==> config.mk <==
export PLATFORM = sky130hd
export DESIGN_NAME = sccb_master_16bit_register_access
export DESIGN_NICKNAME = d
export VERILOG_FILES = /design/src/rtl/sccb16_pkg.sv /design/src/rtl/sccb16_seq.sv /design/src/rtl/sccb_master_16bit_register_access.sv
export SDC_FILE = /design/constraint.sdc
export NUM_CORES = 1
export LEC_CHECK = 0
export ABC_AREA = 0
export BUFFER_PORTS_ARGS = -buffer_cell sky130_fd_sc_hd__buf_2
export CAP_MARGIN = 5
export CORE_ASPECT_RATIO = 0.6
export CORE_MARGIN = 2
export CORE_UTILIZATION = 40
export DETAILED_ROUTE_END_ITERATION = 8
export SETUP_SLACK_MARGIN = 0.02
export SYNTH_ARGS = -nofsm -noshare
export SYNTH_HDL_FRONTEND = slang
export SYNTH_SLANG_ARGS = --single-unit
==> constraint.sdc <==
create_clock -name aclk -period 11.9 [get_ports aclk]
set_input_delay 0 -clock aclk [delete_from_list [all_inputs] [get_ports aclk]]
set_output_delay 0 -clock aclk [all_outputs]
set_load 0.03 [all_outputs]
==> src/rtl/sccb16_pkg.sv <==
// shared types and constants of the sccb master with 16-bit register addresses
// no dependencies; used by the top level and the bus sequencer
package sccb16_pkg;

    // command codes
    localparam logic [1:0] CMD_NONE  = 2'd0;
    localparam logic [1:0] CMD_WRITE = 2'd1;
    localparam logic [1:0] CMD_READ  = 2'd2;
    localparam logic [1:0] CMD_BURST = 2'd3;

    // configuration register indexes
    localparam int CFG_INDEX_BITS = 1;
    localparam logic [CFG_INDEX_BITS-1:0] REG_DEVICE_ADDRESS = 1'b0;
    localparam logic [CFG_INDEX_BITS-1:0] REG_HALF_PERIOD    = 1'b1;
    localparam int CFG_DATA_BITS = 16;

    localparam logic [7:0]  DEVICE_ADDRESS_RESET = 8'd120;
    localparam logic [15:0] HALF_PERIOD_RESET    = 16'd250;
    localparam logic [7:0]  READ_BIT             = 8'h01;

    // one tick of bus input
    typedef struct packed {
        logic [1:0]  cmd;
        logic [15:0] reg_address;
        logic [7:0]  write_byte;
        logic        byte_valid;
        logic [15:0] burst_length;
        logic        sda_in;
    } item_t;

    // one tick of bus output
    typedef struct packed {
        logic [7:0] read_value;
        logic       status;
        logic       done_res;
        logic       byte_request;
        logic       busy_res;
        logic       sda_out;
        logic       scl_out;
    } result_t;

endpackage

==> src/rtl/sccb16_seq.sv <==
// bus sequencer: phase register, delay counter, shifter and transfer bookkeeping
// depends on sccb16_pkg; advances one tick per accepted request
module sccb16_seq #(
    parameter int BURST_COUNT_BITS = 16
) (
    input  logic                 aclk,
    input  logic                 aresetn,
    input  logic                 step_en,
    input  sccb16_pkg::item_t    item,
    input  logic [7:0]           device_address,
    input  logic [15:0]          half_period,
    output sccb16_pkg::result_t  result
);

    localparam logic [4:0] PH_IDLE    = 5'd0;
    localparam logic [4:0] PH_START1  = 5'd1;
    localparam logic [4:0] PH_START2  = 5'd2;
    localparam logic [4:0] PH_START3  = 5'd3;
    localparam logic [4:0] PH_WSETUP  = 5'd4;
    localparam logic [4:0] PH_WHIGH   = 5'd5;
    localparam logic [4:0] PH_ACKREL  = 5'd6;
    localparam logic [4:0] PH_ACKHIGH = 5'd7;
    localparam logic [4:0] PH_ACKLOW  = 5'd8;
    localparam logic [4:0] PH_STOP1   = 5'd9;
    localparam logic [4:0] PH_STOP2   = 5'd10;
    localparam logic [4:0] PH_STOP3   = 5'd11;
    localparam logic [4:0] PH_STOP4   = 5'd12;
    localparam logic [4:0] PH_GAP     = 5'd13;
    localparam logic [4:0] PH_RHIGH   = 5'd14;
    localparam logic [4:0] PH_RLOW    = 5'd15;
    localparam logic [4:0] PH_NACK1   = 5'd16;
    localparam logic [4:0] PH_NACK2   = 5'd17;
    localparam logic [4:0] PH_NACK3   = 5'd18;
    localparam logic [4:0] PH_WAITB   = 5'd19;

    logic [4:0]                  phase_reg, phase_next;
    logic [15:0]                 tick_reg, tick_next;
    logic [7:0]                  shift_reg, shift_next;
    logic [3:0]                  bit_reg, bit_next;
    logic [BURST_COUNT_BITS-1:0] bytes_left_reg, bytes_left_next;
    logic [15:0]                 held_address_reg, held_address_next;
    logic [1:0]                  held_command_reg, held_command_next;
    logic [7:0]                  held_value_reg, held_value_next;
    logic [1:0]                  stage_reg, stage_next;
    logic                        second_reg, second_next;
    logic                        failed_reg, failed_next;
    logic                        scl_reg, scl_next;
    logic                        sda_reg, sda_next;

    logic [15:0] hp;
    logic [15:0] tick_inc;
    logic [4:0]  bit_inc;
    logic [31:0] blen_wide;
    logic        go_en;
    logic [4:0]  go_phase;
    logic        done, stat;
    logic [7:0]  rval;

    assign hp        = (half_period == 16'd0) ? 16'd1 : half_period;
    assign tick_inc  = tick_reg + 16'd1;
    assign bit_inc   = {1'b0, bit_reg} + 5'd1;
    assign blen_wide = {16'd0, item.burst_length};

    always_comb begin
        phase_next        = phase_reg;
        tick_next         = tick_reg;
        shift_next        = shift_reg;
        bit_next          = bit_reg;
        bytes_left_next   = bytes_left_reg;
        held_address_next = held_address_reg;
        held_command_next = held_command_reg;
        held_value_next   = held_value_reg;
        stage_next        = stage_reg;
        second_next       = second_reg;
        failed_next       = failed_reg;
        scl_next          = scl_reg;
        sda_next          = sda_reg;
        go_en             = 1'b0;
        go_phase          = phase_reg;
        done              = 1'b0;
        stat              = 1'b0;
        rval              = 8'd0;

        if (phase_reg == PH_IDLE) begin
            if (item.cmd != sccb16_pkg::CMD_NONE) begin
                held_command_next = item.cmd;
                held_address_next = item.reg_address;
                held_value_next   = item.write_byte;
                bytes_left_next   = blen_wide[BURST_COUNT_BITS-1:0];
                stage_next        = 2'd0;
                second_next       = 1'b0;
                failed_next       = 1'b0;
                go_en             = 1'b1;
                go_phase          = PH_START1;
            end
        end else if (phase_reg == PH_WAITB) begin
            if (item.byte_valid) begin
                bytes_left_next = bytes_left_reg - BURST_COUNT_BITS'(1);
                shift_next      = item.write_byte;
                bit_next        = 4'd0;
                go_en           = 1'b1;
                go_phase        = PH_WSETUP;
            end
        end else begin
            tick_next = tick_inc;
            if (tick_inc >= hp) begin
                go_en = 1'b1;
                case (phase_reg)
                    PH_START1: go_phase = PH_START2;
                    PH_START2: go_phase = PH_START3;
                    PH_START3: begin
                        stage_next = 2'd0;
                        shift_next = second_reg ? (device_address | sccb16_pkg::READ_BIT)
                                                : device_address;
                        bit_next   = 4'd0;
                        go_phase   = PH_WSETUP;
                    end
                    PH_WSETUP: go_phase = PH_WHIGH;
                    PH_WHIGH: begin
                        shift_next = {shift_reg[6:0], 1'b0};
                        bit_next   = bit_inc[3:0];
                        go_phase   = (bit_inc < 5'd8) ? PH_WSETUP : PH_ACKREL;
                    end
                    PH_ACKREL: go_phase = PH_ACKHIGH;
                    PH_ACKHIGH: begin
                        if (item.sda_in) begin
                            failed_next = 1'b1;
                        end
                        go_phase = PH_ACKLOW;
                    end
                    PH_ACKLOW: begin
                        // next byte of the transfer, or stop
                        if (failed_reg) begin
                            go_phase = PH_STOP1;
                        end else if (stage_reg == 2'd0 && second_reg) begin
                            shift_next = 8'd0;
                            bit_next   = 4'd0;
                            go_phase   = PH_RHIGH;
                        end else if (stage_reg == 2'd0) begin
                            stage_next = 2'd1;
                            shift_next = held_address_reg[15:8];
                            bit_next   = 4'd0;
                            go_phase   = PH_WSETUP;
                        end else if (stage_reg == 2'd1) begin
                            stage_next = 2'd2;
                            shift_next = held_address_reg[7:0];
                            bit_next   = 4'd0;
                            go_phase   = PH_WSETUP;
                        end else if (held_command_reg == sccb16_pkg::CMD_WRITE
                                     && stage_reg == 2'd2) begin
                            stage_next = 2'd3;
                            shift_next = held_value_reg;
                            bit_next   = 4'd0;
                            go_phase   = PH_WSETUP;
                        end else if (held_command_reg == sccb16_pkg::CMD_BURST) begin
                            stage_next = 2'd3;
                            go_phase   = (bytes_left_reg == '0) ? PH_STOP1 : PH_WAITB;
                        end else begin
                            go_phase = PH_STOP1;
                        end
                    end
                    PH_STOP1: go_phase = PH_STOP2;
                    PH_STOP2: go_phase = PH_STOP3;
                    PH_STOP3: go_phase = PH_STOP4;
                    PH_STOP4: begin
                        if (held_command_reg == sccb16_pkg::CMD_READ && !second_reg
                            && !failed_reg) begin
                            second_next = 1'b1;
                            go_phase    = PH_GAP;
                        end else begin
                            done     = 1'b1;
                            stat     = failed_reg;
                            rval     = (held_command_reg == sccb16_pkg::CMD_READ
                                        && !failed_reg) ? held_value_reg : 8'd0;
                            go_phase = PH_IDLE;
                        end
                    end
                    PH_GAP: go_phase = PH_START1;
                    PH_RHIGH: begin
                        shift_next = {shift_reg[6:0], item.sda_in};
                        go_phase   = PH_RLOW;
                    end
                    PH_RLOW: begin
                        bit_next = bit_inc[3:0];
                        if (bit_inc < 5'd8) begin
                            go_phase = PH_RHIGH;
                        end else begin
                            held_value_next = shift_reg;
                            go_phase        = PH_NACK1;
                        end
                    end
                    PH_NACK1: go_phase = PH_NACK2;
                    PH_NACK2: go_phase = PH_NACK3;
                    PH_NACK3: go_phase = PH_STOP1;
                    default:  go_phase = PH_IDLE;
                endcase
            end
        end

        // entering a phase restarts the delay and sets the line levels
        if (go_en) begin
            phase_next = go_phase;
            tick_next  = 16'd0;
            case (go_phase)
                PH_START1:  begin scl_next = 1'b1; sda_next = 1'b1; end
                PH_START2:  sda_next = 1'b0;
                PH_START3:  scl_next = 1'b0;
                PH_WSETUP:  begin scl_next = 1'b0; sda_next = shift_next[7]; end
                PH_WHIGH:   scl_next = 1'b1;
                PH_ACKREL:  begin scl_next = 1'b0; sda_next = 1'b1; end
                PH_ACKHIGH: scl_next = 1'b1;
                PH_ACKLOW:  scl_next = 1'b0;
                PH_STOP1:   scl_next = 1'b0;
                PH_STOP2:   sda_next = 1'b0;
                PH_STOP3:   scl_next = 1'b1;
                PH_STOP4:   sda_next = 1'b1;
                PH_RHIGH:   begin scl_next = 1'b1; sda_next = 1'b1; end
                PH_RLOW:    scl_next = 1'b0;
                PH_NACK1:   sda_next = 1'b1;
                PH_NACK2:   scl_next = 1'b1;
                PH_NACK3:   scl_next = 1'b0;
                PH_IDLE:    begin scl_next = 1'b1; sda_next = 1'b1; end
                default:    ;
            endcase
        end
    end

    always_comb begin
        result.scl_out      = scl_reg;
        result.sda_out      = sda_reg;
        result.busy_res     = (phase_reg != PH_IDLE) || (item.cmd != sccb16_pkg::CMD_NONE);
        result.byte_request = (phase_reg == PH_WAITB);
        result.done_res     = done;
        result.status       = stat;
        result.read_value   = rval;
    end

    always_ff @(posedge aclk) begin
        if (!aresetn) begin
            phase_reg        <= PH_IDLE;
            tick_reg         <= 16'd0;
            shift_reg        <= 8'd0;
            bit_reg          <= 4'd0;
            bytes_left_reg   <= '0;
            held_address_reg <= 16'd0;
            held_command_reg <= sccb16_pkg::CMD_NONE;
            held_value_reg   <= 8'd0;
            stage_reg        <= 2'd0;
            second_reg       <= 1'b0;
            failed_reg       <= 1'b0;
            scl_reg          <= 1'b1;
            sda_reg          <= 1'b1;
        end else if (step_en) begin
            phase_reg        <= phase_next;
            tick_reg         <= tick_next;
            shift_reg        <= shift_next;
            bit_reg          <= bit_next;
            bytes_left_reg   <= bytes_left_next;
            held_address_reg <= held_address_next;
            held_command_reg <= held_command_next;
            held_value_reg   <= held_value_next;
            stage_reg        <= stage_next;
            second_reg       <= second_next;
            failed_reg       <= failed_next;
            scl_reg          <= scl_next;
            sda_reg          <= sda_next;
        end
    end

endmodule

==> src/rtl/sccb_master_16bit_register_access.sv <==
// top level of the sccb master with 16-bit register addresses
// depends on sccb16_pkg and sccb16_seq; holds configuration and the result register
//
// Each request on the s_ side is one tick of the bus sequencer and gives exactly one
// result on the m_ side from the output register. A request is taken in every cycle, also
// while the previous result sits in the output register and is taken at the same
// edge; the only limit is that output register, so the block stalls only while
// m_tready is low. Line timing counts requests, not clocks: every step between pin
// changes lasts half_period requests (one if it is zero). Configuration writes land at once.
module sccb_master_16bit_register_access #(
    parameter int BURST_COUNT_BITS = 16
) (
    input  logic                                  aclk,
    input  logic                                  aresetn,
    input  logic                                  s_tvalid,
    output logic                                  s_tready,
    // reg_address[15:0], write_byte[23:16], burst_length[39:24], sda_in[40], zeros
    input  logic [47:0]                           s_tdata,
    // cmd[1:0], byte_valid[2]
    input  logic [2:0]                            s_tuser,
    output logic                                  m_tvalid,
    input  logic                                  m_tready,
    // scl_out[0], sda_out[1], busy_res[2], byte_request[3], done_res[4],
    // status[5], read_value[13:6], zeros
    output logic [15:0]                           m_tdata,
    input  logic                                  cfg_wr_en,
    input  logic [sccb16_pkg::CFG_INDEX_BITS-1:0] cfg_index,
    input  logic [sccb16_pkg::CFG_DATA_BITS-1:0]  cfg_wr_data
);

    logic                accept;
    sccb16_pkg::item_t   item;
    sccb16_pkg::result_t result;
    logic [7:0]          device_address_reg;
    logic [15:0]         half_period_reg;
    logic                m_tvalid_reg;
    logic [15:0]         m_tdata_reg;

    assign s_tready = !m_tvalid_reg || m_tready;
    assign accept   = s_tvalid && s_tready;

    assign item.cmd          = s_tuser[1:0];
    assign item.byte_valid   = s_tuser[2];
    assign item.reg_address  = s_tdata[15:0];
    assign item.write_byte   = s_tdata[23:16];
    assign item.burst_length = s_tdata[39:24];
    assign item.sda_in       = s_tdata[40];

    always_ff @(posedge aclk) begin
        if (!aresetn) begin
            device_address_reg <= sccb16_pkg::DEVICE_ADDRESS_RESET;
            half_period_reg    <= sccb16_pkg::HALF_PERIOD_RESET;
        end else if (cfg_wr_en) begin
            case (cfg_index)
                sccb16_pkg::REG_DEVICE_ADDRESS: device_address_reg <= cfg_wr_data[7:0];
                sccb16_pkg::REG_HALF_PERIOD:    half_period_reg    <= cfg_wr_data[15:0];
                default: ;
            endcase
        end
    end

    sccb16_seq #(
        .BURST_COUNT_BITS(BURST_COUNT_BITS)
    ) u_seq (
        .aclk           (aclk),
        .aresetn        (aresetn),
        .step_en        (accept),
        .item           (item),
        .device_address (device_address_reg),
        .half_period    (half_period_reg),
        .result         (result)
    );

    always_ff @(posedge aclk) begin
        if (!aresetn) begin
            m_tvalid_reg <= 1'b0;
        end else if (accept) begin
            m_tvalid_reg <= 1'b1;
        end else if (m_tready) begin
            m_tvalid_reg <= 1'b0;
        end
    end

    always_ff @(posedge aclk) begin
        if (accept) begin
            m_tdata_reg <= {2'b00, result.read_value, result.status, result.done_res,
                            result.byte_request, result.busy_res, result.sda_out,
                            result.scl_out};
        end
    end

    assign m_tvalid = m_tvalid_reg;
    assign m_tdata  = m_tdata_reg;

endmodule

# Word level (Yosys, flattened, before mapping)
# Index checks and enable logic that the tools add are counted.
# word_totals
regBits	120
input_bits	73
word_cells	220
# classes
n_addsub	3
n_lt_le_gt_ge	2
n_eq_ne	52
n_mux	82
bitwise_logic	5
reduce_logical	55
# ops
cell	count
16-bit two-way mux	8
8-bit two-way mux	15
5-bit case mux with 18 select lines	1
5-bit by 4-bit == test with 1-bit output, second input constant	15
5-bit two-way mux	13
5-bit by 3-bit == test with 1-bit output, second input constant	8
4-bit two-way mux	9
5-bit == test, second input constant	7
16-bit logical NOT	2
8-bit case mux with 4 select lines	1
2-bit nonzero test	12
2-bit two-way mux	11
5-bit by 2-bit == test with 1-bit output, second input constant	4
1-bit two-way mux	20
6-bit AND reduction	3
16-bit by 1-bit adder with 16-bit output, second input constant	1
16-bit >= comparator	1
16-bit by 1-bit subtractor with 16-bit output, second input constant	1
7-bit AND reduction	2
7-bit OR reduction	2
4-bit case mux with 3 select lines	1
3-bit AND reduction	4
6-bit OR reduction	2
5-bit by 1-bit == test with 1-bit output, second input constant	2
28 further kinds	54

# Longest topological paths before layout
# Gate-level depths: netlist of run 1.
# logic_depth
depth_word	16
depth_mapped	19
ltp_nobuf	19

# By module
# Synthesis of run 1 repeated with hierarchy kept, for this count alone.
# unflattened
hier_cells	898
hier_area_um2	7275.7
# by_module_without_submodules
mod	n_inst	cells_per_inst	area_each_um2	seq_area_each_um2
sccb16_seq	1	769	5761.8	1621.6
sccb_master_16bit_register_access	1	129	1514.0	920.9

# Worst setup path before layout of run 1
# No wires, ideal clock.
# synth_path
kind	register -> register
from	reg u_seq.tick_reg[0]
to	reg u_seq.scl_reg
t_arrival_ns	3.956
required_ns	11.763
slack_ns	7.807
stages_incl_launch_ff	20
n_path_buf	2
cell_sequence	dfxtp_1 > and3_1 > and3_1 > and3_1 > and3_1 > and3_1 > and3_1 > nand3_1 > xnor2_1 > ha_1 > a21oi_1 > o21ai_1 > or2_1 > buf_4 > a2111oi_4 > buf_2 > xor2_1 > a311oi_1 > o31ai_1 > nand3_1
# synth_via
elab_chain_cells	9
# synth_lines
element	line	rtl
start, declared	sccb16_seq.sv:37	logic [15:0] tick_reg, tick_next;
start signal, assigned	sccb16_seq.sv:255	tick_reg <= tick_next;
16-bit by 1-bit adder with 16-bit output *	sccb16_seq.sv:60	assign tick_inc = tick_reg + 16'd1;
16-bit >= comparator *	sccb16_seq.sv:106	if (tick_inc >= hp) begin
5-bit two-way mux	sccb16_seq.sv:106	
5-bit two-way mux	sccb16_seq.sv:96	end else if (phase_reg == PH_WAITB) begin
5-bit two-way mux	sccb16_seq.sv:84	if (phase_reg == PH_IDLE) begin
5-bit by 2-bit == test with 1-bit output, or another cell as far along	sccb16_seq.sv:204	case (go_phase)
7-bit OR reduction (no source line)	-	
2-bit nonzero test (no source line)	-	
3-bit AND reduction (no source line)	-	
end signal, assigned	sccb16_seq.sv:265	scl_reg <= scl_next;
end, declared	sccb16_seq.sv:47	logic scl_reg, scl_next;
# Mark *: on every way between the ends. The rest lies on a longest branch, timed or not.
# A chain may end at the register's enable or synchronous reset.

# Worst setup path after layout of run 1
# layout_path
from	reg u_seq.tick_reg[0]
to	reg u_seq.held_value_reg[6]
# layout_via
elab_chain_cells	4
# layout_lines
element	line	rtl
16-bit by 1-bit adder with 16-bit output	sccb16_seq.sv:60	
16-bit >= comparator	sccb16_seq.sv:106	
2-bit nonzero test (no source line)	-	
6-bit AND reduction (no source line)	-	
end signal, assigned	sccb16_seq.sv:261	held_value_reg <= held_value_next;
end, declared	sccb16_seq.sv:43	logic [7:0] held_value_reg, held_value_next;
# No other way between the ends.

==> out/summary.txt, run 1 <==
Status: finished clean
Clock latency on the worst-skew pair: 0.42 ns
Buffers on Ports: 81
Post-synthesis async set-or-reset flop share: 0
Clock tree root driver cell: clkbuf_16
Post-cts resize count: 0
Via density: 5.43
Reg-to-Reg End: u_seq.held_value_reg[6]
Pwr Density: 142 mW/mm^2
Period minus WS final: 5.29 ns
Routed WL: 19800 um
Congestion Overflow GR: 0
Area grow syn2layout: 24.4%
Net switching power: 0.351 mW
Clock share of power: 0.459
Worst path most repeated cell: and3_1
Synth top area share: 0.306
Switching Fraction: 0.288
First-pass GRT wire length: 32000 um
Non-Filler Instances: 1229
VDD IR max: 0.0885 mV
Max cap viols: 0
CTS Buffer Depth: 2
Ys Warns: 0
WHS: 0.0130 ns
Register bit total from synthesis: 120
CORE AREA: 0.0170 mm^2
Remaining DRCs: 0
Crit Path Max Fanout: 16
Post-Syn Instances: 877
Layout Nets: 1074
Routed Antenna Nets: 0
Initial Utilization: 0.406
Period utilization: 0.445
RSZ-0062 raised after global routing: false
Top cell family by delay on the critical path: simple AND/OR/NAND/NOR gates
Slew Limit Fails: 0
IO Pins: 91
Crit-path max cell delay: 0.97 ns
Total GRT Usage: 0.217
Area of the multi-input gates: 0.00403 mm^2
WP depth: 17
DR WL/cell: 16.1 um
Final Skew: 0.0132 ns
H-tree Lvls: 4
Post-synth top cells: 154 x nand2_1, 106 x dfxtp_1, 54 x a21oi_1
Mean post-synth cell area: 7.90 um^2
Fmax achieved: 0.189 GHz
RR Startpoint: u_seq.tick_reg[0]
Hold Vio Cnt, Final: 0
Setup tns final: 0 ns
Post-synthesis cell type count: 74
Int Pwr: 0.869 mW
DRT iter0 DRCs: 781
Filler cell count: 1680
Reg2Reg Setup Slack: 6.61 ns
Comb power frac: 0.168
Initial antenna violation count: 0
Register Area: 0.00254 mm^2
Die Width: 174 um
Setup violators final: 0
Hold endpoint: u_seq.failed_reg
Mapped cell area: 0.00692 mm^2
Critical path type: flop to flop
Number of synthesized flops with an enable pin: 14
Tightest Hold Check Type: input pin to flop
Routability cong.: 0.934
WP buf/inv: 0
Die ar.: 0.0184 mm^2
Reg clk slew, reported paths: 0.06 ns
Clock Sinks: 120
Via count: 6671
Slew @ Worst Pin: 1.20 ns
Die height: 106 um
TritonCTS Buffers: 17
Worst hold path cell count: 4
Critical Path RT: 12.20 ns
Layout cell share with drive strength beyond 1: 0.139
Register area share after synthesis: 0.367
Placed instance count: 1144
Sequential power share: 0.373
Yosys top cell by area: dfxtp_1
DP HPWL: 13500 um
CTS Hold Bufs: 53
Worst rel slew slack: 0.195
Startpoint Class: flop
Synth top area cells: dfxtp_1 31%, nand2_1 8.3%, edfxtp_1 6.1%
Postcts setup bufs: 0
Reg2Reg Depth: 17
TritonCTS clock tree: done
P_leak: 3.57 nW
Vias in the first global route: 5965
Crit. End Element: flop
CP arrival: 5.60 ns
Total inserted antenna cells: 0
Pre-antenna DRT Iters: 6
Row cnt: 37
Synth Flop Type: dfxtp_1
Slowest CP cell: o21ai_1
Largest net degree at the start of global routing: 106
Crit-path cells: ha_1, and3_1, and3_1, and3_1, and3_1, and3_1, nand3_1, xnor2_1, ha_1, nand4_1, a31oi_2, nor2_1, a211oi_1, nand4_1, o21ai_1, nand3_1, o211a_1
Top-count cell post-synth: nand2_1
HP Start: s_tdata[40]
-- cells in the final DEF (no fill, tap or decap), types with 7 or more instances in the layout --
| cell | count |
|---|---|
| a211oi_1 | 7 |
| a21boi_0 | 39 |
| a21oi_1 | 54 |
| a222oi_1 | 7 |
| a22oi_1 | 9 |
| a31oi_1 | 7 |
| and2_1 | 18 |
| and3_1 | 16 |
| buf_2 | 81 |
| buf_4 | 7 |
| clkbuf_16 | 18 |
| dfxtp_1 | 106 |
| dlygate4sd3_1 | 53 |
| edfxtp_1 | 14 |
| ha_1 | 19 |
| inv_1 | 29 |
| nand2_1 | 154 |
| nand2b_1 | 8 |
| nand3_1 | 22 |
| nor2_1 | 53 |
| nor2b_1 | 26 |
| nor3_1 | 21 |
| nor3b_1 | 20 |
| nor4_1 | 14 |
| o211a_1 | 17 |
| o211ai_1 | 17 |
| o21ai_0 | 50 |
| xor2_1 | 15 |
-- stage by stage --
stage	setup slack (ns)	utilization	area, um^2	power (mW)
global route	6.11	0.506	8610	1.27
CTS	6.63	0.506	8610	1.22
finish	6.61	0.506	8610	1.22
detailed placement	6.67	0.437	7440	0.652
floorplan	7.81	-	6930	0.597
global placement	6.72	0.437	7440	0.651
-- area by class of cell --
| cell class | instances | area share |
|---|---|---|
| clock inverters | 12 | 0.0187 |
| inverters | 32 | 0.0139 |
| flip-flops and latches | 120 | 0.295 |
| multi-input cells | 670 | 0.468 |
| clock buffers | 20 | 0.0555 |
| well taps | 234 | 0.0340 |
| repair buffers | 141 | 0.115 |
-- power groups by stage --
| stage | Clock (mW) | Sequential (mW) | Combinational [mW] |
|---|---|---|---|
| final | 0.560 | 0.455 | 0.205 |
| after global routing | 0.585 | 0.459 | 0.230 |
| after CTS | 0.566 | 0.455 | 0.203 |
| after detailed placement | 0 | 0.463 | 0.188 |
| after global placement | 0 | 0.463 | 0.188 |
| after floorplan | 0 | 0.459 | 0.138 |
-- routing by layer --
metal | track usage | wire [um] | vias up
li1 | - | - | 3358
met1 | 0.345 | 10500 | 3028
met2 | 0.285 | 7410 | 264
met3 | 0.0501 | 1670 | 21
met4 | 0.0588 | 189 | 0
met5 | 0 | 0 | -
-- how the worst max path moves through the flow --
stage / from / end
2_1_floorplan: u_seq.tick_reg[0] / u_seq.scl_reg
5_1_grt: u_seq.tick_reg[2] / u_seq.held_value_reg[6]
6_report: u_seq.tick_reg[0] / u_seq.held_value_reg[6]
4_1_cts: u_seq.tick_reg[0] / u_seq.held_value_reg[6]
3_5_place_dp: u_seq.tick_reg[0] / u_seq.held_value_reg[2]
3_3_place_gp: u_seq.tick_reg[0] / u_seq.held_value_reg[7]
-- tightest hold or removal path: stages --
cell    delay (ns)
buf_2         0.09
inv_1         0.08
o31a_1        0.16
nor2_1        0.04
-- logic make-up (layout without fill, tap and decap cells) --
group,after synthesis,count (layout),synth area share
fa+ha+maj,19,19,0.0343
xor+xnor,18,18,0.0228
simple gates,373,373,0.263
mux,4,4,0.00578
compound gates,254,254,0.256
buf+inv,88,205,0.0511
flops,120,120,0.367
other cells,1,2,0.000542
Note: power is estimated with default switching activity, not from simulation.
==> run 2, diff against run 1 <==
clock period = 4.3 ns   (was 11.9 ns; I/O delays follow)
==> out/summary.txt, run 2 (synthesis gave the netlist of run 1 again) <==
Status: finished clean
Setup tns final: 0 ns
Max cap viols: 0
Crit path launch: u_seq.tick_reg[0]
Reg clk slew, reported paths: 0.06 ns
Crit. End Element: flop
Via density: 5.47
TritonCTS Buffers: 17
Row cnt: 37
Filler cell count: 1641
VDD IR max: 0.258 mV
Register Area: 0.00254 mm^2
Total GRT Usage: 0.223
Setup violators final: 0
CTS Buffer Depth: 2
Pwr Density: 370 mW/mm^2
Clock tree root driver cell: clkbuf_16
Layout Nets: 1104
Layout cell share with drive strength beyond 1: 0.183
Largest net degree at the start of global routing: 57
Fmax achieved: 0.245 GHz
DRT iter0 DRCs: 677
Remaining DRCs: 0
Die Width: 174 um
Clock Sinks: 120
Congestion Overflow GR: 0
WHS: 0.0116 ns
Area of the multi-input gates: 0.00414 mm^2
Pre-antenna DRT Iters: 6
Initial Utilization: 0.406
Die ar.: 0.0184 mm^2
Buffers on Ports: 81
Period utilization: 0.949
P_leak: 3.74 nW
Placed cell areas: 0.00765 mm^2
Crit Path Max Fanout: 9
Tightest Hold Check Type: input pin to flop
Final Skew: 0.0106 ns
IO Pins: 91
Critical path type: flop to flop
Routed Antenna Nets: 0
Routability cong.: 0.952
Routed WL: 20600 um
CP arrival: 4.43 ns
DP HPWL: 14200 um
First-pass GRT wire length: 32800 um
Startpoint Class: flop
Most frequent cells in the layout: 154 x nand2_1, 105 x dfxtp_1, 81 x buf_2
Vias in the first global route: 6073
TritonCTS clock tree: done
Post-route setup slack: 0.218 ns
HP Start: s_tdata[35]
Total inserted antenna cells: 0
Commonest non-fill, non-tap cell in the layout: nand2_1
Slew @ Worst Pin: 1.17 ns
Via count: 6878
Critical Path RT: 4.65 ns
Pre-CTS setup slack: 0.0904 ns
Area grow syn2layout: 28.8%
DR WL/cell: 16.4 um
CORE AREA: 0.0170 mm^2
Hold Vio Cnt, Final: 0
Clock latency on the worst-skew pair: 0.42 ns
Overall Power: 3.30 mW
Initial antenna violation count: 0
Slew Limit Fails: 0
H-tree Lvls: 4
Finished Cell Area: 0.00892 mm^2
Worst rel slew slack: 0.218
RR Startpoint: u_seq.tick_reg[0]
Period minus WS final: 4.08 ns
Die height: 106 um
## run 2: changes by cell type in the layout (fill, tap and decap cells not counted), sizes merged
| cell | before | now |
|---|---|---|
| clkinv | 4 | 9 |
| clkbuf | 20 | 19 |
| inv | 34 | 32 |
| clkinvlp | 3 | 2 |
| buf | 88 | 118 |
| bufinv | 3 | 1 |
## run 2: worst max-delay path: stages (launching register included)
cell and delay (ns):
dfxtp_2 0.35, ha_1 0.17, and3_1 0.18, and3_1 0.20, and3_4 0.21, and3_4 0.21, and3_2 0.23, nand3_1 0.10
xnor2_1 0.22, ha_1 0.28, nand4_1 0.15, a31oi_2 0.07, or2_4 0.30, a2111oi_4 0.40, buf_4 0.19, xnor2_1 0.08
or4_1 0.40, a31o_1 0.21, nand3_1 0.07
## run 2: through the flow
| step | instances | util |
|---|---|---|
| global route | 1258 | 0.524 |
| finish | 1258 | 0.524 |
| detailed placement | 1170 | 0.449 |
| global placement | 1170 | 0.449 |
| CTS | 1254 | 0.515 |
| floorplan | 878 | - |
## run 2: cell type report
class	count	share of cell area
Clock buffer	19	0.0533
Clock inverter	12	0.0130
Inverter	32	0.0135
Multi-Input combinational cell	670	0.464
Sequential cell	120	0.285
Tap cell	234	0.0328
Timing Repair Buffer	171	0.138
## run 2: metal layers
layer | up-vias | part of all wire | track usage | routed length [um]
li1 | 3422 | - | - | -
met1 | 3117 | 0.51 | 0.362 | 10600
met2 | 315 | 0.38 | 0.286 | 7790
met3 | 24 | 0.099 | 0.0547 | 2040
met4 | 0 | 0.0090 | 0.0486 | 185
met5 | - | 0 | 0 | 0
## run 2: worst paths after layout
kind / end / slack (ns) / depth (start not counted)
hold / removal: u_seq.bytes_left_reg[11] / 0.01 / 5
hold reg to reg: m_tdata[1] / 0.45 / 0
setup reg to reg: u_seq.scl_reg / 0.22 / 18
setup / recovery: u_seq.scl_reg / 0.22 / 18
## run 2: power by group
| group | switching (mW) | internal, mW |
|---|---|---|
| logic | 0.366 | 0.246 |
| clock network | 0.570 | 0.865 |
| registers | 0.0559 | 1.20 |
## run 2: repair_timing
action / CTS / global route
endpoints found under the hold margin: 65 / 0
gates resized for setup: 0 / 25
hold buffers: 53 / 0
setup buffers: 0 / 4
endpoints found under the setup margin: 0 / 29
